**src/ips_pkg.sv**
```systemverilog
// Shared types and constants of the image plane scaler.
`default_nettype none
package ips_pkg;

  localparam int unsigned COORD_W   = 9;
  localparam int unsigned SIZE_W    = 9;
  localparam int unsigned DIV_NW    = 18;
  localparam int unsigned DIV_DW    = 10;
  localparam int unsigned QUEUE_DEPTH = 4;
  localparam int unsigned CFG_IDX_W = 3;

  localparam logic [CFG_IDX_W-1:0] REG_SRC_W  = 3'd0;
  localparam logic [CFG_IDX_W-1:0] REG_SRC_H  = 3'd1;
  localparam logic [CFG_IDX_W-1:0] REG_DST_W  = 3'd2;
  localparam logic [CFG_IDX_W-1:0] REG_DST_H  = 3'd3;
  localparam logic [CFG_IDX_W-1:0] REG_MODE   = 3'd4;

  typedef enum logic [1:0] {
    CMD_WRITE,
    CMD_NEAREST,
    CMD_BILIN
  } cmd_kind_e;

  typedef struct packed {
    logic [SIZE_W-1:0] sw;
    logic [SIZE_W-1:0] sh;
    logic [SIZE_W-1:0] dw;
    logic [SIZE_W-1:0] dh;
    logic              bilin;
  } cfg_t;

  typedef struct packed {
    cmd_kind_e          kind;
    logic [7:0]         x;
    logic [7:0]         y;
    logic [7:0]         pix;
    logic [COORD_W-1:0] c0;
    logic [COORD_W-1:0] c1;
    logic [COORD_W-1:0] r0;
    logic [COORD_W-1:0] r1;
    logic [SIZE_W-1:0]  fx;
    logic [SIZE_W-1:0]  fy;
  } cmd_t;

endpackage
`default_nettype wire

```
**src/ips_div.sv**
```systemverilog
// Restoring divider that produces one quotient bit per cycle.
`default_nettype none
module ips_div (
  input  wire logic                       clk_i,
  input  wire logic                       rst_ni,
  input  wire logic                       start_i,
  input  wire logic [ips_pkg::DIV_NW-1:0] num_i,
  input  wire logic [ips_pkg::DIV_DW-1:0] den_i,
  output logic                            done_o,
  output logic [ips_pkg::DIV_NW-1:0]      quo_o,
  output logic [ips_pkg::DIV_DW-1:0]      rem_o
);

  localparam int unsigned NW = ips_pkg::DIV_NW;
  localparam int unsigned DW = ips_pkg::DIV_DW;
  localparam int unsigned CW = $clog2(NW);

  logic          busy_q;
  logic          done_q;
  logic [CW-1:0] cnt_q;
  logic [NW-1:0] quo_q;
  logic [DW-1:0] rem_q;
  logic [DW-1:0] den_q;
  logic [DW:0]   trial;
  logic          ge;
  logic [DW:0]   diff;

  assign trial = {rem_q, quo_q[NW-1]};
  assign ge    = trial >= {1'b0, den_q};
  assign diff  = trial - {1'b0, den_q};

  always_ff @(posedge clk_i or negedge rst_ni) begin
    if (!rst_ni) begin
      busy_q <= 1'b0;
      done_q <= 1'b0;
      cnt_q  <= '0;
    end else begin
      done_q <= 1'b0;
      if (start_i) begin
        busy_q <= 1'b1;
        cnt_q  <= '0;
      end else if (busy_q) begin
        if (cnt_q == CW'(NW - 1)) begin
          busy_q <= 1'b0;
          done_q <= 1'b1;
        end else begin
          cnt_q <= cnt_q + 1'b1;
        end
      end
    end
  end

  always_ff @(posedge clk_i) begin
    if (start_i) begin
      quo_q <= num_i;
      rem_q <= '0;
      den_q <= den_i;
    end else if (busy_q) begin
      quo_q <= {quo_q[NW-2:0], ge};
      rem_q <= ge ? diff[DW-1:0] : trial[DW-1:0];
    end
  end

  assign done_o = done_q;
  assign quo_o  = quo_q;
  assign rem_o  = rem_q;

endmodule
`default_nettype wire

```
**src/ips_front.sv**
```systemverilog
// Front end: accepts items and turns compute items into source coordinates and weights.
`default_nettype none
module ips_front #(
  parameter int unsigned MAX_WIDTH  = 256,
  parameter int unsigned MAX_HEIGHT = 256
) (
  input  wire logic          clk_i,
  input  wire logic          rst_ni,
  input  wire ips_pkg::cfg_t cfg_i,
  input  wire logic          in_valid_i,
  output logic               in_ready_o,
  input  wire logic          func_i,
  input  wire logic [7:0]    pos_x_i,
  input  wire logic [7:0]    pos_y_i,
  input  wire logic [7:0]    pixel_in_i,
  input  wire logic          q_full_i,
  output logic               q_push_o,
  output ips_pkg::cmd_t      q_data_o
);

  localparam int unsigned NW = ips_pkg::DIV_NW;
  localparam int unsigned DW = ips_pkg::DIV_DW;
  localparam int unsigned CW = ips_pkg::COORD_W;
  localparam int unsigned SW = ips_pkg::SIZE_W;

  typedef enum logic [1:0] {
    ST_IDLE,
    ST_DIVX,
    ST_DIVY,
    ST_PUSH
  } state_e;

  state_e        state_q;
  ips_pkg::cmd_t cmd_q;
  ips_pkg::cmd_t wr_cmd;
  logic          accept;
  logic          in_store;
  logic [7:0]    mul_a;
  logic [SW-1:0] mul_b;
  logic [SW-1:0] mul_d;
  logic [NW-2:0] prod;
  logic [NW-1:0] div_num;
  logic [DW-1:0] div_den;
  logic          div_start;
  logic          div_done;
  logic [NW-1:0] div_quo;
  logic [DW-1:0] div_rem;
  logic [SW-1:0] lim;
  logic [CW-1:0] lo_c;
  logic [CW-1:0] hi_c;

  function automatic logic [CW-1:0] clip(input logic [NW-1:0] v, input logic [SW-1:0] size);
    logic [NW-1:0] top;
    top = NW'(size) - 1'b1;
    return (v > top) ? CW'(top) : CW'(v);
  endfunction

  assign in_ready_o = (state_q == ST_IDLE) && !q_full_i;
  assign accept     = in_valid_i && in_ready_o;
  assign in_store   = (int'(pos_x_i) < MAX_WIDTH) && (int'(pos_y_i) < MAX_HEIGHT);

  assign mul_a   = (state_q == ST_IDLE) ? pos_x_i : cmd_q.y;
  assign mul_b   = (state_q == ST_IDLE) ? cfg_i.sw : cfg_i.sh;
  assign mul_d   = (state_q == ST_IDLE) ? cfg_i.dw : cfg_i.dh;
  assign prod    = (NW-1)'((NW-1)'(mul_a) * (NW-1)'(mul_b));
  assign div_num = cfg_i.bilin ? {1'b0, prod} : ({prod, 1'b0} + NW'(mul_d));
  assign div_den = cfg_i.bilin ? {1'b0, mul_d} : {mul_d, 1'b0};

  assign div_start = (accept && func_i) || ((state_q == ST_DIVX) && div_done);

  assign lim  = (state_q == ST_DIVX) ? cfg_i.sw : cfg_i.sh;
  assign lo_c = clip(div_quo, lim);
  assign hi_c = cfg_i.bilin ? clip(div_quo + 1'b1, lim) : lo_c;

  always_comb begin
    wr_cmd      = '0;
    wr_cmd.kind = ips_pkg::CMD_WRITE;
    wr_cmd.pix  = pixel_in_i;
    wr_cmd.c0   = CW'(pos_x_i);
    wr_cmd.r0   = CW'(pos_y_i);
  end

  assign q_push_o = (accept && !func_i && in_store) || ((state_q == ST_PUSH) && !q_full_i);
  assign q_data_o = (state_q == ST_PUSH) ? cmd_q : wr_cmd;

  ips_div u_div (
    .clk_i   (clk_i),
    .rst_ni  (rst_ni),
    .start_i (div_start),
    .num_i   (div_num),
    .den_i   (div_den),
    .done_o  (div_done),
    .quo_o   (div_quo),
    .rem_o   (div_rem)
  );

  always_ff @(posedge clk_i or negedge rst_ni) begin
    if (!rst_ni) begin
      state_q <= ST_IDLE;
    end else begin
      case (state_q)
        ST_IDLE: begin
          if (accept && func_i) begin
            state_q <= ST_DIVX;
          end
        end
        ST_DIVX: begin
          if (div_done) begin
            state_q <= ST_DIVY;
          end
        end
        ST_DIVY: begin
          if (div_done) begin
            state_q <= ST_PUSH;
          end
        end
        ST_PUSH: begin
          if (!q_full_i) begin
            state_q <= ST_IDLE;
          end
        end
        default: state_q <= ST_IDLE;
      endcase
    end
  end

  always_ff @(posedge clk_i) begin
    if (accept && func_i) begin
      cmd_q.kind <= cfg_i.bilin ? ips_pkg::CMD_BILIN : ips_pkg::CMD_NEAREST;
      cmd_q.x    <= pos_x_i;
      cmd_q.y    <= pos_y_i;
      cmd_q.pix  <= '0;
    end
    if ((state_q == ST_DIVX) && div_done) begin
      cmd_q.c0 <= lo_c;
      cmd_q.c1 <= hi_c;
      cmd_q.fx <= SW'(div_rem);
    end
    if ((state_q == ST_DIVY) && div_done) begin
      cmd_q.r0 <= lo_c;
      cmd_q.r1 <= hi_c;
      cmd_q.fy <= SW'(div_rem);
    end
  end

endmodule
`default_nettype wire

```
**config.mk**
```make
export PLATFORM = sky130hd
export DESIGN_NAME = ips_front
export DESIGN_NICKNAME = d
export VERILOG_FILES = /design/src/ips_pkg.sv /design/src/ips_div.sv /design/src/ips_front.sv
export SDC_FILE = /design/constraint.sdc
export NUM_CORES = 1
export LEC_CHECK = 0
export ABC_AREA = 1
export BUFFER_PORTS_ARGS = -buffer_cell sky130_fd_sc_hd__buf_2
export CAP_MARGIN = 30
export CORE_ASPECT_RATIO = 1.75
export CORE_MARGIN = 2
export CORE_UTILIZATION = 50
export DETAILED_ROUTE_END_ITERATION = 7
export GPL_TIMING_DRIVEN = 0
export PLACE_DENSITY = 0.8
export REMOVE_ABC_BUFFERS = 1
export SLEW_MARGIN = 20
export SYNTH_ARGS = -nofsm -noshare
export SYNTH_HDL_FRONTEND = slang
export SYNTH_SLANG_ARGS = --single-unit
```
**constraint.sdc**
```tcl
create_clock -name clk_i -period 6.6 [get_ports clk_i]
set_input_delay 0.99 -clock clk_i [delete_from_list [all_inputs] [get_ports clk_i]]
set_output_delay 0.99 -clock clk_i [all_outputs]
set_load 0.005 [all_outputs]
```
==> results of run 1 <==
==> cells in the mapped netlist, types with 2 or more instances <==
master,instances
a31oi_1,5
buf_2,6
fa_1,44
dfrtp_1,9
o211ai_1,12
o22ai_1,5
dfxtp_1,10
nor2_2,6
xor2_1,24
or2_2,3
buf_4,2
clkinv_1,2
o21ai_0,69
nand2_2,7
inv_1,283
clkbuf_1,18
buf_1,2
a21o_1,2
nor2_1,137
edfxtp_1,100
a21oi_1,41
nand4_1,22
nor3_1,10
nor4_1,2
nand3_1,52
ha_1,100
o21ai_2,10
o21ai_1,9
buf_6,2
xnor2_1,13
nand2_1,394
inv_2,2
==> per-stage QoR <==
stage / setup WS (ns) / std cells
6_report: 0.391 / 1835
5_1_grt: 0.00293 / 1835
4_1_cts: 0.142 / 1832
3_5_place_dp: -0.0838 / 1800
3_3_place_gp: -0.384 / 1797
2_1_floorplan: 0.771 / 1395
==> cell families (layout without fill, tap and decap cells) <==
family	after synthesis	in the layout
simple gates	641	641
fa+ha+maj	144	144
compound gates	164	164
buf+inv	318	472
xor+xnor	38	38
flops	119	119
mux	2	2
==> layer usage <==
layer / vias up / GRT usage / part of all wire
met5: - / 0 / 0
met4: 0 / 0.169 / 0.063
met3: 84 / 0.0419 / 0.043
met2: 328 / 0.477 / 0.52
met1: 4467 / 0.259 / 0.37
li1: 4799 / - / -
==> flip-flops by register name, summed over array words and instances, names as in the netlist <==
signal        cells
u_div.done_o      1
u_div.quo_o      18
u_div.den_q      10
u_div.cnt_q       5
state_q           2
u_div.busy_q      1
cmd_q            72
u_div.rem_o      10
==> repair_timing <==
item	CTS	global route
pin swaps	0	1
setup endpoints to repair	6	9
setup buffers	0	3
resized for setup	2	5
cloned	0	0
==> critical path, cell delays in order, from the launching register on <==
cell and delay, ns:
dfrtp_1 0.43, inv_1 0.23, ha_4 0.29, o21ai_1 0.19
inv_1 0.26, nor2_1 0.10, fa_1 0.44, fa_1 0.54
inv_1 0.05, fa_1 0.48, fa_1 0.55, inv_1 0.05
ha_1 0.34, inv_1 0.07, nand2_1 0.06, and2_2 0.22
xor2_1 0.28, ha_1 0.35, a21oi_1 0.20, nand3_1 0.25
and2_1 0.28, nand4_1 0.08, nand3_1 0.08, nand3_1 0.09
nand2_1 0.07
==> cell type report <==
type / count / area, um^2
Fill cell: 1893 / 8970
Multi-Input combinational cell: 989 / 6140
Sequential cell: 119 / 3430
Inverter: 287 / 1080
Timing Repair Buffer: 153 / 823
Clock buffer: 18 / 439
Tap cell: 255 / 319
Clock inverter: 14 / 123
==> placed cells by master, fill, tap and decap left out, types with 2 or more instances in the layout <==
cell type   netlist  layout
nor4_1            2       2
o22ai_1           5       5
inv_6             0       4
buf_8             0       3
clkinv_1          2       2
nor2_1          137     137
a21oi_1          41      41
a31oi_1           5       5
dfrtp_1           9       9
o211ai_1         12      12
ha_4              0       3
xnor2_1          13      13
ha_1            100      97
nand2_2           7       7
inv_2             2       4
a21o_1            2       2
buf_4             2       2
nand2_1         394     394
or2_2             3       3
clkinvlp_4        0       2
nand4_1          22      22
o21ai_2          10      10
o21ai_1           9      11
clkbuf_16         0      17
inv_1           283     281
nor2_2            6       6
clkinv_2          0       5
clkinv_4          0       2
fa_1             44      44
o21ai_0          69      67
nand3_1          52      52
xor2_1           24      24
buf_2             6     147
edfxtp_1        100     100
nor3_1           10      10
dfxtp_1          10      10
==> worst max path at each step <==
stage	from	to	slack, ns	cells past startpoint
3_5_place_dp	state_q[0]$_DFFE_PN0P_	u_div.quo_o[13]$_DFFE_PP_	-0.08	24
2_1_floorplan	state_q[0]$_DFFE_PN0P_	u_div.quo_o[14]$_DFFE_PP_	0.77	27
5_1_grt	state_q[0]$_DFFE_PN0P_	u_div.quo_o[14]$_DFFE_PP_	0.003	30
3_3_place_gp	state_q[0]$_DFFE_PN0P_	u_div.quo_o[14]$_DFFE_PP_	-0.38	29
4_1_cts	state_q[0]$_DFFE_PN0P_	u_div.quo_o[13]$_DFFE_PP_	0.14	24
6_report	state_q[0]$_DFFE_PN0P_	u_div.quo_o[13]$_DFFE_PP_	0.39	24
==> metrics.txt, run 1 <==
status finished clean; yosys warns 0; # clock sinks 119; hold_ws between 0.4 and 0.5 ns; Final Util 0.579; Skew-Pair Late Insertion Delay between 0.4 and 0.5 ns; layout net count approximately 1,800; GR Overflow Total 0; largest net degree at the start of global routing 84; DRC viols 0; area share of the largest cell type after synthesis 0.279; Rel. slew slack 0.377; post-synthesis compound-gate area fraction 0.0896; Avg WL per Cell 15.4 um; HPWL after detailed placement 22,900 um; # rows 71; asr flop ratio synth 0.0756; mux share of post-synthesis cell area 0.00198; Tightest Hold Check Type input port to async pin; Max Fclk between 150 and 200 MHz; die width 115 um; r2r startpoint state_q[0]$_DFFE_PN0P_; top cells by area, synth edfxtp_1 (28%), nand2_1 (14%), ha_1 (12%), inv_1 (9.9%), fa_1 (8.2%); Seq/Total Area, Yosys 0.319; Setup Skew 0.00986 ns; Synth Area in Simple Gates 0.246; Starting Density 0.504; reg2reg setup slack 0.39 ns; Setup crit start kind register; initial DRC count between 600 and 700; setup_tns 0 ns; Routability Congestion 0.933; Least-Margin Pin Slew approximately 0.93 ns; Adder-Cell Fraction of Synth Area 0.198; CTS clock-pin slew for the worst setup and hold paths 0.06 ns; TritonRoute pass-1 iters 5; Mapped Cells around 1,400; initial antenna violation count 0; R2R cell count 24; Routed WL approximately 28,000 um; Post-Syn Area 10,800 um^2; period utilisation layout 0.941; Via Count about 9,700; Hold Vio Cnt, Final 0; post-route ant nets 0; ys flop type edfxtp_1; # diodes 0; Crit. End Element register; area delta synth->final 14.8%; CP arrival 6.39 ns; EDFF count, synth 100; final setup fails 0; Yosys cell types 55; H-Tree Level Count 4; placed cell area 11,700 um^2; Setup CP Type register to register; biggest area consumer among synthesized cells edfxtp_1; share of layout cells above drive strength 1 0.146; Die Y 198 um; via/cell ratio between 5 and 6; Crit Path Max Fanout 17; XOR/XNOR Fraction of Synth Area 0.0316; vias in the first global route 9,453; syn_area_per_cell 7.54 um^2; unrepaired setup endpoints after global routing false; WP data required just under 7 ns; max-cap violations 0; min Tclk post-route a little over 6 ns; clk root buf clkbuf_16; CTS Buf Count 17; Hold-fix buffers, CTS 0; CTS tree done; reg2reg end u_div.quo_o[13]$_DFFE_PP_; main combinational cell family by area after synthesis simple AND/OR/NAND/NOR gates; global-route usage over all layers 0.258; flops & latches, synth around 120; core area 21,300 um^2; DIE AREA between 20,000 and 25,000 um^2; Clock Tree Buf Depth 2; Slew Viols, Final 0; global-route wire length before repair 45,500 um; number of port buffers 147; Final Instance Area 12,300 um^2; io pins 148
Power of run 1 is left out: the tool's default activity adds up to more than one toggle a clock period on the data nets, which glitch-free logic cannot reach.
==> run 2: changes to the inputs <==
Settings changed: CORE_UTILIZATION 50 to 52, PLACE_DENSITY 0.8 to 0.73, SETUP_SLACK_MARGIN from default to 0.5.
==> run 2 against run 1 <==
Effect of this change:
- first-iteration DRC count is 14% lower
- register-to-register slack better by 0.39 ns
- critical path depth increased by 5
- sequential cell count did not move
- final cell count is 0.16% higher
- utilization grew 4.4 points
- clock skew increased by 0.0022 ns
- count of clock-buffer cells in the layout shrank 1
- non-clock buffer count up 10
- critical endpoint is now u_div.quo_o[14]$_DFFE_PP_
==> metrics.txt, run 2 (synthesis gave the netlist of run 1 again) <==
most frequent cells in the layout nand2_1 (393), inv_1 (273), buf_2 (147); initial antenna violation count 0; CP peak stage delay between 0.5 and 0.6 ns; H-Tree Level Count 4; global-route usage over all layers 0.270; Final Instance Area roughly 13,000 um^2; CTS Buf Count 17; # diodes 0; reg2reg end u_div.quo_o[14]$_DFFE_PP_; most used cell, CP nand2_1; Crit Path Max Fanout 8; Slew Viols, Final 0; Setup Skew between 0.01 and 0.015 ns; r2r startpoint state_q[0]$_DFFE_PN0P_; Rel. slew slack 0.449; Placed Cells 1,794; CTS clock-pin slew for the worst setup and hold paths 0.07 ns; Via Count 9,640; Routed WL a little under 30,000 um; min Tclk post-route 5.82 ns; Routability Congestion 0.962; Setup CP Type register to register; max-cap violations 0; Die Y just under 200 um; DIE AREA 21,900 um^2; die width 113 um; core area 20,300 um^2; io pins 148; TritonRoute pass-1 iters 5; Clock Tree Buf Depth 2; GR Overflow Total 0; DRC viols 0; Tightest Hold Check Type input port to async pin; number of port buffers about 150; setup_tns 0 ns; WP data required 6.79 ns; Max Fclk between 150 and 200 MHz; via/cell ratio around 5.2; Setup crit start kind register; Hold Vio Cnt, Final 0; HPWL after detailed placement 22,800 um; Biggest register cmd_q; Non-Filler Instances 1,838; global-route wire length before repair ~47,000 um; Least-Margin Pin Slew 0.826 ns; Skew-Pair Late Insertion Delay 0.43 ns; Slowest-stage cell, CP fa_1; period utilisation layout 0.882; area delta synth->final 17.5%; CP endpoint u_div.quo_o[14]$_DFFE_PP_; # rows 69; R2R cell count 29; CP arrival 6.01 ns; reg2reg setup slack roughly 0.78 ns; clk root buf clkbuf_16; Final Util 0.623; final setup fails 0; share of layout cells above drive strength 1 0.169; CTS tree done; unrepaired setup endpoints after global routing true; Avg WL per Cell 15.7 um; # clock sinks approximately 120; initial DRC count 597; layout net count 1,787; Starting Density 0.530; vias in the first global route 9,538; CP startpoint state_q[0]$_DFFE_PN0P_; largest net degree at the start of global routing 70; post-route ant nets 0; Largest register FFs 72; Crit. End Element register; placed cell area about 12,000 um^2; status finished clean; most common cell after layout, fill and taps aside nand2_1
-- run 2: per-stage QoR --
stage          hold slack [ns]  setup slack [ns]
4_1_cts                  0.414             0.490
3_3_place_gp             0.454            -0.564
3_5_place_dp             0.476            -0.191
6_report                 0.423             0.776
5_1_grt                  0.426             0.497
2_1_floorplan            0.440             0.771
-- run 2: routing by layer --
metal | global-route usage | wire, um | part of all wire
met5 | 0 | 0 | 0
met1 | 0.299 | 11000 | 0.38
met2 | 0.479 | 14700 | 0.51
met4 | 0.169 | 1830 | 0.064
met3 | 0.0366 | 1360 | 0.047
-- run 2: worst min-delay path by stage --
| stage | startpoint | end |
|---|---|---|
| floorplan | u_div.rem_o[9]$_SDFFE_PN0P_ | u_div.rem_o[9]$_SDFFE_PN0P_ |
| global placement | u_div.rem_o[9]$_SDFFE_PN0P_ | u_div.rem_o[9]$_SDFFE_PN0P_ |
| detailed placement | u_div.rem_o[9]$_SDFFE_PN0P_ | u_div.rem_o[9]$_SDFFE_PN0P_ |
| CTS | rst_ni | u_div.cnt_q[1]$_DFFE_PN0P_ |
| global route | rst_ni | u_div.cnt_q[1]$_DFFE_PN0P_ |
| finish | rst_ni | u_div.cnt_q[1]$_DFFE_PN0P_ |
-- run 2: repair_timing --
action / CTS / global route
pin swaps: 2 / 2
hold buffers: 0 / 0
endpoints found under the setup margin: 10 / 10
buffers inserted: 6 / 5
resized for setup: 20 / 30
-- run 2: final cells by class --
class | instances | area (um^2)
well taps | 248 | 310
fillers | 1811 | 7650
clock inverters | 15 | 168
repair buffers | 163 | 963
flip-flops and latches | 119 | 3430
clock buffers | 17 | 425
inverters | 287 | 1080
multi-input cells | 989 | 6260
-- run 2: worst max-delay path: cells and delay by family (launching register included) --
| kind | cells | cell delay [ns] |
|---|---|---|
| adders and majority gates | 7 | 2.89 |
| and+or+nand+nor | 13 | 1.13 |
| buffers and inverters | 6 | 0.60 |
| DFF | 1 | 0.43 |
| AOI/OAI and AO/OA | 2 | 0.27 |
| xor gates and xnor gates | 1 | 0.25 |
Power of run 2 is left out for the same reason.
