File: src/ips_pkg.sv
// Shared types and constants of the image plane scaler.
`default_nettype none
package ips_pkg;

  localparam int unsigned COORD_W   = 9;
  localparam int unsigned SIZE_W    = 9;
  localparam int unsigned DIV_NW    = 18;
  localparam int unsigned DIV_DW    = 10;
  localparam int unsigned QUEUE_DEPTH = 4;
  localparam int unsigned CFG_IDX_W = 3;

  localparam logic [CFG_IDX_W-1:0] REG_SRC_W  = 3'd0;
  localparam logic [CFG_IDX_W-1:0] REG_SRC_H  = 3'd1;
  localparam logic [CFG_IDX_W-1:0] REG_DST_W  = 3'd2;
  localparam logic [CFG_IDX_W-1:0] REG_DST_H  = 3'd3;
  localparam logic [CFG_IDX_W-1:0] REG_MODE   = 3'd4;

  typedef enum logic [1:0] {
    CMD_WRITE,
    CMD_NEAREST,
    CMD_BILIN
  } cmd_kind_e;

  typedef struct packed {
    logic [SIZE_W-1:0] sw;
    logic [SIZE_W-1:0] sh;
    logic [SIZE_W-1:0] dw;
    logic [SIZE_W-1:0] dh;
    logic              bilin;
  } cfg_t;

  typedef struct packed {
    cmd_kind_e          kind;
    logic [7:0]         x;
    logic [7:0]         y;
    logic [7:0]         pix;
    logic [COORD_W-1:0] c0;
    logic [COORD_W-1:0] c1;
    logic [COORD_W-1:0] r0;
    logic [COORD_W-1:0] r1;
    logic [SIZE_W-1:0]  fx;
    logic [SIZE_W-1:0]  fy;
  } cmd_t;

endpackage
`default_nettype wire

File: src/ips_queue.sv
// Command queue between the front and the back of the scaler.
`default_nettype none
module ips_queue (
  input  wire logic          clk_i,
  input  wire logic          rst_ni,
  input  wire logic          push_i,
  input  wire ips_pkg::cmd_t push_data_i,
  input  wire logic          pop_i,
  output ips_pkg::cmd_t      pop_data_o,
  output logic               full_o,
  output logic               empty_o
);

  localparam int unsigned DEPTH = ips_pkg::QUEUE_DEPTH;
  localparam int unsigned PW    = $clog2(DEPTH);

  ips_pkg::cmd_t slots_q [DEPTH];
  logic [PW-1:0] wptr_q;
  logic [PW-1:0] rptr_q;
  logic [PW:0]   cnt_q;

  assign full_o     = cnt_q == (PW+1)'(DEPTH);
  assign empty_o    = cnt_q == '0;
  assign pop_data_o = slots_q[rptr_q];

  always_ff @(posedge clk_i or negedge rst_ni) begin
    if (!rst_ni) begin
      wptr_q <= '0;
      rptr_q <= '0;
      cnt_q  <= '0;
    end else begin
      if (push_i) begin
        wptr_q <= wptr_q + 1'b1;
      end
      if (pop_i) begin
        rptr_q <= rptr_q + 1'b1;
      end
      if (push_i && !pop_i) begin
        cnt_q <= cnt_q + 1'b1;
      end else if (pop_i && !push_i) begin
        cnt_q <= cnt_q - 1'b1;
      end
    end
  end

  always_ff @(posedge clk_i) begin
    if (push_i) begin
      slots_q[wptr_q] <= push_data_i;
    end
  end

  a_no_overflow: assert property (@(posedge clk_i) disable iff (!rst_ni)
    push_i |-> !full_o || pop_i)
    else $error("queue pushed while full");
  a_no_underflow: assert property (@(posedge clk_i) disable iff (!rst_ni)
    pop_i |-> !empty_o)
    else $error("queue popped while empty");
  a_count_bound: assert property (@(posedge clk_i) disable iff (!rst_ni)
    cnt_q <= (PW+1)'(DEPTH))
    else $error("queue count out of range");

endmodule
`default_nettype wire

File: config.mk
export PLATFORM = sky130hd
export DESIGN_NAME = ips_queue
export DESIGN_NICKNAME = d
export VERILOG_FILES = /design/src/ips_pkg.sv /design/src/ips_queue.sv
export SDC_FILE = /design/constraint.sdc
export NUM_CORES = 1
export LEC_CHECK = 0
export BUFFER_PORTS_ARGS = -buffer_cell sky130_fd_sc_hd__buf_2
export CAP_MARGIN = 20
export CORE_ASPECT_RATIO = 1.5
export CORE_MARGIN = 2
export CORE_UTILIZATION = 40
export DETAILED_ROUTE_END_ITERATION = 6
export GPL_TIMING_DRIVEN = 0
export PLACE_DENSITY = 0.69
export SLEW_MARGIN = 20
export SYNTH_ARGS = -nofsm -noshare
export SYNTH_HDL_FRONTEND = slang
export SYNTH_SLANG_ARGS = --single-unit
File: constraint.sdc
create_clock -name clk_i -period 4.9 [get_ports clk_i]
set_input_delay 0.735 -clock clk_i [delete_from_list [all_inputs] [get_ports clk_i]]
set_output_delay 0.735 -clock clk_i [all_outputs]
set_load 0.01 [all_outputs]
==> impl_results.md, run 1 <==
- First-pass iteration count of the detailed router: 4
- Leakage Power: between 4 and 5 nW
- Detail Route met3 WL: about 1.2 mm
- Top Ports: between 150 and 200
- Commonest non-fill, non-tap cells in the layout: 320 x edfxtp_1, 174 x buf_2, 79 x mux4_2
- GP Congestion: between 0.6 and 0.7
- CP endpoint: pop_data_o[57]
- Worst-skew pair later-pin latency: around 0.55 ns
- Worst-case clock buffer depth: 3
- CP Max Fanout: 10
- Crit. End Element: output pin
- Worst Hold Class: primary input to flop
- Synthesized flop and latch total: about 330
- Share of layout cells above drive strength 1: 0.468
- Commonest non-fill, non-tap cell in the layout: edfxtp_1
- H-Tree Level Count: 1
- Dpl cell area: between 10000 and 15000 um2
- DRT iter0 DRCs: between 200 and 300
- Finished Cell Area: around 14000 um2
- Setup_tns: 0 ns
- Hold Slack: 0.394 ns
- Root buffer cell: clkbuf_16
- Wl on met1: slightly above 8 mm
- Worst-Margin Slew: roughly 0.46 ns
- Type of origin of the critical path: flop
- CTS tree: yes
- Core Box Area: ~30000 um2
- Drt total wl: 22.2 mm
- Final-report hold violation count: 0
- Syn-to-layout area delta: 20.3%
- Critical Setup Path Class: flop to output pin
- Num CTS Buffers: 29
- Fin nets: about 750
- Peak supply drop: between 300 and 400 uV
- Die area: roughly 31000 um2
- Cells after Synth: 452
- Vias in the first global route: ~6000
- Site Rows: 77
- Post-synthesis sequential area ratio: 0.814
- IO Port Bufs: about 170
- DR WL/cell: a little over 20 um
- Cts repair resizes: 0
- Die X: roughly 150 um
- Status: finished clean
- DRC: 0
- Unrepaired setup endpoints after global routing: no
- First-pass GRT wire length: between 30 and 40 mm
- FMAX: 359 MHz
- Worst r2r src: wptr_q[0]
- R2R Setup Slk: 3.16 ns
- Endpoints failing setup: 0
- Largest net degree at the start of global routing: 33
- Fillers: roughly 2400
- Unique masters post-synth: 19
- Util after Layout: 0.489
- Reg2reg end: slots_q[2][42]
- Max Slew Vio Count: 0
- Slew margin rel.: 0.692
- Max-cap check violation count: 0
- WP data arrival: 2.05 ns
- Crit path from: rptr_q[0]
- # clock sinks: roughly 330
- DIE HEIGHT: about 220 um
- Setup ws final: 2.12 ns
- Congestion Overflow GR: 0
- Drt via density: 4.95
- Antenna-violating nets left: 0
- Pre-CTS setup slack: approximately 2.6 ns
- Initial Util: 0.406
- Top Metal Used: met5
- R2r worst-path depth: 4
- DR vias: 5345
- Final min period: ~2.8 ns
- Period Utilization, post-route: 0.568
- HPWL after DPL: 14.7 mm
- Worst Clk Skew: 0.0122 ns
- Initial antenna violation count: 5
- Synthesized area per cell: 26.6 um2
- Synth Net Count: between 500 and 600
- Number of synthesis warnings: 0
- GR Util All Layers: 0.141
- WL met2: about 12 mm
- Required @ worst endpoint: around 4.2 ns
- Clock slew at reported path FFs: roughly 0.06 ns
- Power Density: 596 nW/um2
- Post-Syn Area: between 10000 and 15000 um2
==> flip-flops by register name, indices dropped and copies added, names as in the netlist <==
register / count
rptr_q: 2
cnt_q: 3
slots_q: 320
wptr_q: 2
==> routing by layer <==
layer | vias to the layer above | GRT usage
met1 | 2780 | 0.157
li1 | 2364 | -
met2 | 149 | 0.261
met4 | 2 | 0.0631
met5 | - | 0
met3 | 50 | 0.0267
==> stage by stage <==
stage | std cells | power (W)
CTS | 1075 | 0.00877
floorplan | 452 | 0.00554
detailed placement | 1020 | 0.00654
global placement | 1012 | 0.00643
finish | 1079 | 0.00862
global route | 1077 | 0.00901
==> area by class of cell <==
| type | instances | area, um2 | share of cell area |
|---|---|---|---|
| diodes | 4 | 10.0 | 0.000692 |
| plain buffers | 18 | 216 | 0.0150 |
| repair buffers | 174 | 996 | 0.0689 |
| well taps | 395 | 494 | 0.0342 |
| clock inverters | 21 | 193 | 0.0133 |
| flip-flops and latches | 327 | 9780 | 0.676 |
| multi-input cells | 103 | 2020 | 0.139 |
| clock buffers | 33 | 741 | 0.0512 |
| inverters | 4 | 15.0 | 0.00104 |
==> Yosys cell counts <==
| cell | number | area (um2) |
|---|---|---|
| nor3b_1 | 1 | 7.51 |
| buf_6 | 1 | 11.3 |
| edfxtp_1 | 320 | 9610 |
| buf_12 | 8 | 160 |
| inv_1 | 4 | 15.0 |
| xnor2_1 | 2 | 17.5 |
| buf_2 | 9 | 45.0 |
| fa_1 | 1 | 20.0 |
| xor2_1 | 4 | 35.0 |
| o21ai_0 | 1 | 5.00 |
| ha_1 | 5 | 62.6 |
| nand2_1 | 2 | 7.51 |
| mux2_2 | 1 | 11.3 |
| mux4_2 | 79 | 1780 |
| and2_1 | 4 | 25.0 |
| nor3_1 | 1 | 5.00 |
| dfrtp_1 | 7 | 175 |
| mux4_1 | 1 | 26.3 |
| nor2_1 | 1 | 3.75 |
==> power breakdown <==
group / total [W] / leakage (nW) / switching (W) / internal (W)
registers: 0.00378 / 3.02 / 0.000124 / 0.00365
logic: 0.00263 / 1.47 / 0.00136 / 0.00126
clock network: 0.00221 / 0.459 / 0.000963 / 0.00125
==> worst min path at each step <==
stage | start | endpoint | slack, ns | cells past startpoint
3_5_place_dp | cnt_q[2] | cnt_q[2] | 0.49 | 1
3_3_place_gp | cnt_q[2] | cnt_q[2] | 0.48 | 1
6_report | push_data_i[78] | slots_q[3][78] | 0.39 | 1
4_1_cts | push_data_i[53] | slots_q[2][53] | 0.36 | 1
5_1_grt | push_data_i[58] | slots_q[2][58] | 0.37 | 1
2_1_floorplan | rst_ni | cnt_q[0] | 0.44 | 0
==> cells by family (layout without fill, tap and decap cells) <==
logic type,count (synthesis),in the layout,share of synthesized area
AOI/OAI and AO/OA,1,1,0.000416
xor gates and xnor gates,6,6,0.00437
adders and majority gates,6,6,0.00687
buffers and inverters,22,250,0.0193
DFF,327,327,0.814
muxes,81,81,0.151
other,0,4,0
and+or+nand+nor,9,9,0.00406
==> timing repair <==
action | CTS | global route
setup buffers | 0 | 0
hold buffers | 1 | 0
hold endpoints to repair | 7 | 0
==> worst max-delay path, cell delays in order, from the launching register on <==
cell and delay (ns):
dfrtp_1 0.34, buf_6 0.26, buf_12 0.19, mux4_2 0.52
buf_2 0.17
Note: power is estimated with default switching activity, not from simulation.
==> run 2, diff against run 1 <==
--- a/config.mk
+++ b/config.mk
@@ -5,6 +5,7 @@
 export SDC_FILE = /design/constraint.sdc
 export NUM_CORES = 1
 export LEC_CHECK = 0
+export ABC_AREA = 1
 export BUFFER_PORTS_ARGS = -buffer_cell sky130_fd_sc_hd__buf_2
 export CAP_MARGIN = 20
 export CORE_ASPECT_RATIO = 1.5
@@ -12,7 +13,7 @@
 export CORE_UTILIZATION = 40
 export DETAILED_ROUTE_END_ITERATION = 6
 export GPL_TIMING_DRIVEN = 0
-export PLACE_DENSITY = 0.69
+export PLACE_DENSITY = 0.68
 export SLEW_MARGIN = 20
 export SYNTH_ARGS = -nofsm -noshare
 export SYNTH_HDL_FRONTEND = slang
==> constraint.sdc (replaced) <==
create_clock -name clk_i -period 2.6 [get_ports clk_i]
set_input_delay 0.39 -clock clk_i [delete_from_list [all_inputs] [get_ports clk_i]]
set_output_delay 0.39 -clock clk_i [all_outputs]
set_load 0.01 [all_outputs]
==> run 2 against run 1 <==
Sequential power increased by 89%; wire length increased by 36%; via count increased by 49%; core utilization decreased by 0.38 points; register-to-register slack got worse by 2.7 ns; synthesized cell count increased by 120%; non-clock buffer count increased by 40; largest power group is now combinational logic; highest routed layer unchanged.
==> impl_results.md, run 2 <==
- First-pass iteration count of the detailed router: 5
- Max-cap check violation count: 0
- Num CTS Buffers: 30
- Vias in the first global route: 8246
- Fillers: 2921
- CP Max Fanout: 10
- Share of the synthesized area in the top cell type: 0.698
- Area occupied by multi-input gates: 2850 um2
- Async SR Flop Fraction: 0.0214
- Register area: roughly 9800 um2
- Synth Net Count: around 1100
- HPWL after DPL: around 20 mm
- PnR Total Power: ~0.020 W
- Leakage Power: roughly 6.7 nW
- DIE HEIGHT: approximately 230 um
- Largest net degree at the start of global routing: 29
- Clock slew at reported path FFs: 0.07 ns
- Max reg flops: 320
- Final min period: 2.45 ns
- First-pass GRT wire length: 46.0 mm
- Worst-case clock buffer depth: 3
- DR vias: 7990
- Status: finished clean
- Congestion Overflow GR: 0
- GR Util All Layers: 0.168
- Unrepaired setup endpoints after global routing: no
- Final-report hold violation count: 0
- Drt via density: 4.86
- Die X: between 150 and 200 um
- Power Density: ~1200 nW/um2
- Post-CTS Setup Inserts: 0
- Synth Area in Compound Gates: 0.128
- Worst-skew pair later-pin latency: 0.56 ns
- Syn-to-layout area delta: 20.1%
- Type of origin of the critical path: flop
- Synthesized flop and latch total: approximately 330
- Worst Clk Skew: ~0.011 ns
- Period Utilization, post-route: 0.943
- Synthesized-area fraction occupied by adder cells: 0.00600
- H-Tree Level Count: 1
- Crit. End Element: output pin
- CTS tree: yes
- Largest area contributor in the netlist: edfxtp_1
- Commonest non-fill, non-tap cells in the layout: 320 x edfxtp_1, 253 x nand2_1, 179 x buf_2
- WP data arrival: just over 2 ns
- Share of layout cells above drive strength 1: 0.325
- Slew margin rel.: 0.540
- Top Ports: around 170
- # clock sinks: 327
- Initial antenna violation count: 5
- Unique masters post-synth: 20
- Critical Setup Path Class: flop to output pin
- FMAX: 408 MHz
- Ys flop type: edfxtp_1
- Post-Synth Simple-Gate Area: 0.0705
- Cells after Synth: just under 1000
- Worst Hold Class: primary input to flop
- Site Rows: 83
- IO Port Bufs: 165
- GP Congestion: a little over 0.7
- Required @ worst endpoint: 2.21 ns
- Pre-CTS setup slack: 0.317 ns
- Mux contribution to synthesized area: 0
- Largest family of logic cells by synthesized area: compound AO/OA/AOI/OAI gates
- Setup ws final: 0.147 ns
- Synth Area in XOR/XNOR: 0.00255
- Initial Util: 0.404
- Die area: 35900 um2
- Antenna-violating nets left: 0
- Synthesized area per cell: about 14 um2
- Post-synthesis sequential area ratio: 0.711
- DRT iter0 DRCs: 300
- Largest register by flop count: slots_q
- Fin nets: 1281
- Number of synthesis warnings: 0
- Number of synthesized flops with an enable pin: 320
- Root buffer cell: clkbuf_16
- Commonest cells post-synth: 320 x edfxtp_1, 253 x nand2_1, 171 x inv_1, 110 x o211ai_2, 50 x o211ai_1
- Peak supply drop: slightly below 800 uV
- Largest regs: slots_q (320), cnt_q (3)
- Worst-Margin Slew: 0.688 ns
- Area contributors post-synth: edfxtp_1 70%, o211ai_2 10%, nand2_1 6.9%
- Endpoints failing setup: 0
- Top-count cell post-synth: edfxtp_1
- Max Slew Vio Count: 0
- Post-Syn Area: 13800 um2
- Core Box Area: 34100 um2
- Drt total wl: roughly 30 mm
- DR WL/cell: 18.4 um
- DRC: 0
- Commonest non-fill, non-tap cell in the layout: edfxtp_1
-- run 2: kinds of logic (layout without fill, tap and decap cells) --
logic type,after synthesis,in the layout
and+or+nand+nor,257,257
other,0,3
AOI/OAI and AO/OA,161,161
buffers and inverters,226,460
xor gates and xnor gates,4,4
adders and majority gates,6,6
DFF,327,327
-- run 2: timing repair --
item                                   4_1_cts  5_1_grt
setup endpoints to repair                    6        5
endpoints found under the hold margin        7        0
hold buffers                                 1        0
gates resized for setup                      2        2
-- run 2: layout make-up --
| class | count | area share |
|---|---|---|
| Antenna cell | 3 | 0.000454 |
| Buffer | 54 | 0.0301 |
| Clock buffer | 33 | 0.0474 |
| Clock inverter | 23 | 0.0185 |
| Inverter | 172 | 0.0400 |
| Multi-Input combinational cell | 428 | 0.172 |
| Sequential cell | 327 | 0.592 |
| Tap cell | 425 | 0.0322 |
| Timing Repair Buffer | 178 | 0.0674 |
-- run 2: power by group --
group | internal, W | switching (W)
clock network | 0.00287 | 0.00190
registers | 0.00689 | 0.000273
logic | 0.00286 | 0.00480
total | 0.0126 | 0.00697
-- run 2: path summary, 6_finish.rpt --
kind | start | end | slack (ns) | cells past startpoint
min | push_data_i[79] | slots_q[0][79] | 0.03 | 1
min reg2reg | cnt_q[2] | cnt_q[2] | 0.51 | 2
max | rptr_q[1] | pop_data_o[24] | 0.15 | 6
max in group asynchronous | rst_ni | wptr_q[1] | 2.23 | 2
min in group asynchronous | rst_ni | wptr_q[0] | 0.20 | 2
max reg2reg | wptr_q[1] | slots_q[1][39] | 0.44 | 6
-- run 2: per-stage QoR --
step	util	cell area, um2	instances	setup TNS [ns]	hold slack (ns)
global route	0.485	16500	1643	0	0.00998
finish	0.485	16500	1643	0	0.0338
global placement	0.444	15100	1571	-284.12	0.241
detailed placement	0.453	15400	1583	0	0.240
CTS	0.485	16500	1640	0	0.00806
floorplan	-	13800	981	0	0.0944
-- run 2: worst max-delay path, cell delays in order (launching register included) --
cell	delay, ns
dfrtp_1	0.35
buf_2	0.21
inv_2	0.26
clkbuf_4	0.29
o211ai_1	0.12
nand2_1	0.11
buf_2	0.14
-- run 2: layer usage --
layer | track usage | vias to the layer above | routed length, um
met2 | 0.303 | 192 | 16000
li1 | - | 3840 | -
met1 | 0.200 | 3898 | 12000
met3 | 0.0294 | 56 | 1550
met5 | 0 | - | 18
met4 | 0.0659 | 4 | 770
==> run 3, diff against run 2 <==
--- a/config.mk
+++ b/config.mk
@@ -9,11 +9,11 @@
 export BUFFER_PORTS_ARGS = -buffer_cell sky130_fd_sc_hd__buf_2
 export CAP_MARGIN = 20
 export CORE_ASPECT_RATIO = 1.5
-export CORE_MARGIN = 2
-export CORE_UTILIZATION = 40
+export CORE_MARGIN = 8
+export CORE_UTILIZATION = 58
 export DETAILED_ROUTE_END_ITERATION = 6
 export GPL_TIMING_DRIVEN = 0
-export PLACE_DENSITY = 0.68
+export PLACE_DENSITY = 0.9
 export SLEW_MARGIN = 20
 export SYNTH_ARGS = -nofsm -noshare
 export SYNTH_HDL_FRONTEND = slang
==> constraint.sdc (replaced) <==
create_clock -name clk_i -period 2.6 [get_ports clk_i]
set_input_delay 0.26 -clock clk_i [delete_from_list [all_inputs] [get_ports clk_i]]
set_output_delay 0.26 -clock clk_i [all_outputs]
set_load 0.01 [all_outputs]
==> run 3 against run 2 <==
Clock power fell by 11%; hold slack improved by 0.054 ns; non-clock buffer count grew 79.
==> impl_results.md, run 3 (synthesis results as in run 2) <==
- FMAX: a little over 400 MHz
- Commonest non-fill, non-tap cell in the layout: edfxtp_1
- Endpoints failing setup: 0
- IO Port Bufs: 165
- Drt total wl: about 32 mm
- Worst-skew pair later-pin latency: 0.54 ns
- Final min period: 2.44 ns
- Top Ports: 166
- Slew margin rel.: 0.660
- Type of origin of the critical path: flop
- Setup ws final: 0.163 ns
- Worst Clk Skew: about 0.013 ns
- Vias in the first global route: between 9000 and 10000
- Site Rows: 69
- Congestion Overflow GR: 0
- Die area: just under 30000 um2
- Core Box Area: between 20000 and 25000 um2
- Pre-CTS setup slack: 0.389 ns
- Leakage Power: just under 7 nW
- Initial Util: 0.586
- WP data arrival: between 2 and 2.5 ns
- R2R Setup Slk: 0.36 ns
- Non-Filler Instances: ~1600
- GR Util All Layers: 0.223
- DP Cell Count: 1475
- Max-cap check violation count: 0
- Largest regs: slots_q (320), cnt_q (3)
- Clock slew at reported path FFs: 0.07 ns
- DRC: 0
- Fin nets: ~1400
- Num CTS Buffers: 28
- Required @ worst endpoint: around 2.3 ns
- Unrepaired setup endpoints after global routing: no
- Drt via density: between 5 and 6
- PnR Total Power: approximately 0.019 W
- HPWL after DPL: slightly above 20 mm
- Initial antenna violation count: 2
- Util after Layout: 0.723
- DR WL/cell: 20.1 um
- Root buffer cell: clkbuf_16
- GP Congestion: between 0.7 and 0.8
- Max reg flops: 320
- Worst-Margin Slew: approximately 0.51 ns
- Syn-to-layout area delta: 23.3%
- DIE HEIGHT: about 200 um
- Die X: about 140 um
- Peak supply drop: ~810 uV
- First-pass iteration count of the detailed router: 4
- Reg2reg end: slots_q[2][71]
- CTS tree: yes
- # clock sinks: between 300 and 400
- CP Max Fanout: 10
- Worst r2r src: wptr_q[0]
- Max Slew Vio Count: 0
- H-Tree Level Count: 1
- Status: finished clean
- Crit. End Element: output pin
- Worst Hold Class: primary input to asynchronous set/reset pin
- Largest net degree at the start of global routing: 63
- Share of layout cells above drive strength 1: 0.298
- Largest register by flop count: slots_q
- First-pass GRT wire length: ~50 mm
- Period Utilization, post-route: 0.937
- DRT iter0 DRCs: roughly 560
- Worst-case clock buffer depth: 3
- Critical Setup Path Class: flop to output pin
- Antenna-violating nets left: 0
- R2r worst-path depth: 7
- Final-report hold violation count: 0
- DR vias: 8588
- Commonest non-fill, non-tap cells in the layout: 320 x edfxtp_1, 253 x nand2_1, 183 x buf_2
- Power Density: approximately 1100 nW/um2
==> run 3: cell count changes in the layout (fill, tap and decap cells not counted), sizes merged <==
cell,change
dlygate4sd3,+81
bufinv,-3
clkinvlp,-3
clkinv,-1
diode,-1
==> run 3: cell type report <==
class | count | area, um2
sequential | 327 | 9780
fill | 1487 | 6510
multi-input combinational | 428 | 2850
timing repair buffer | 257 | 1860
clock buffer | 35 | 748
inverter | 172 | 662
buffer | 54 | 488
tap | 319 | 399
clock inverter | 16 | 183
antenna | 2 | 5.00
==> run 3: report_power, final <==
group	internal, W	total (W)	leakage, nW	switching, W
Clock	0.00243	0.00424	0.447	0.00180
Sequential	0.00689	0.00720	3.02	0.000306
Combinational	0.00288	0.00780	3.49	0.00492
Total	0.0122	0.0192	6.96	0.00703
==> run 3: worst max-delay path: stages, from the launching register on <==
cell and delay [ns]:
dfrtp_1 0.35, buf_2 0.22, inv_2 0.26, buf_2 0.35, o211ai_2 0.14, nand2_1 0.15
buf_2 0.16
==> run 3: stage by stage <==
| stage | instance area [um2] | setup TNS [ns] | hold slack (ns) |
|---|---|---|---|
| global route | 17000 | 0 | 0.103 |
| floorplan | 13800 | 0 | -0.0356 |
| finish | 17000 | 0 | 0.0876 |
| CTS | 17000 | 0 | 0.0834 |
| detailed placement | 15200 | 0 | 0.111 |
| global placement | 15000 | -248.61 | 0.102 |
==> run 3: layer usage <==
metal,vias up,global-route usage,part of all wire
met5,-,0,0
met4,0,0.0947,0.034
met3,86,0.0306,0.051
met2,307,0.414,0.55
met1,4200,0.250,0.37
li1,3995,-,-
==> run 3: worst max path at each step <==
stage,slack (ns),end,cells after the start,from
final,0.16,pop_data_o[6],6,rptr_q[1]
after global routing,0.10,pop_data_o[6],6,rptr_q[1]
after CTS,0.15,pop_data_o[6],6,rptr_q[1]
after detailed placement,0.39,slots_q[2][71],7,wptr_q[0]
after global placement,-1.23,slots_q[3][54],4,push_i
after floorplan,0.03,slots_q[3][0],3,wptr_q[0]
==> run 3: what timing repair did <==
action                                  in CTS  in global routing
hold endpoints to repair                   328                  0
endpoints found under the setup margin       0                  0
buffers inserted                             0                  0
gates resized for setup                      0                  0
hold buffers                                82                  0
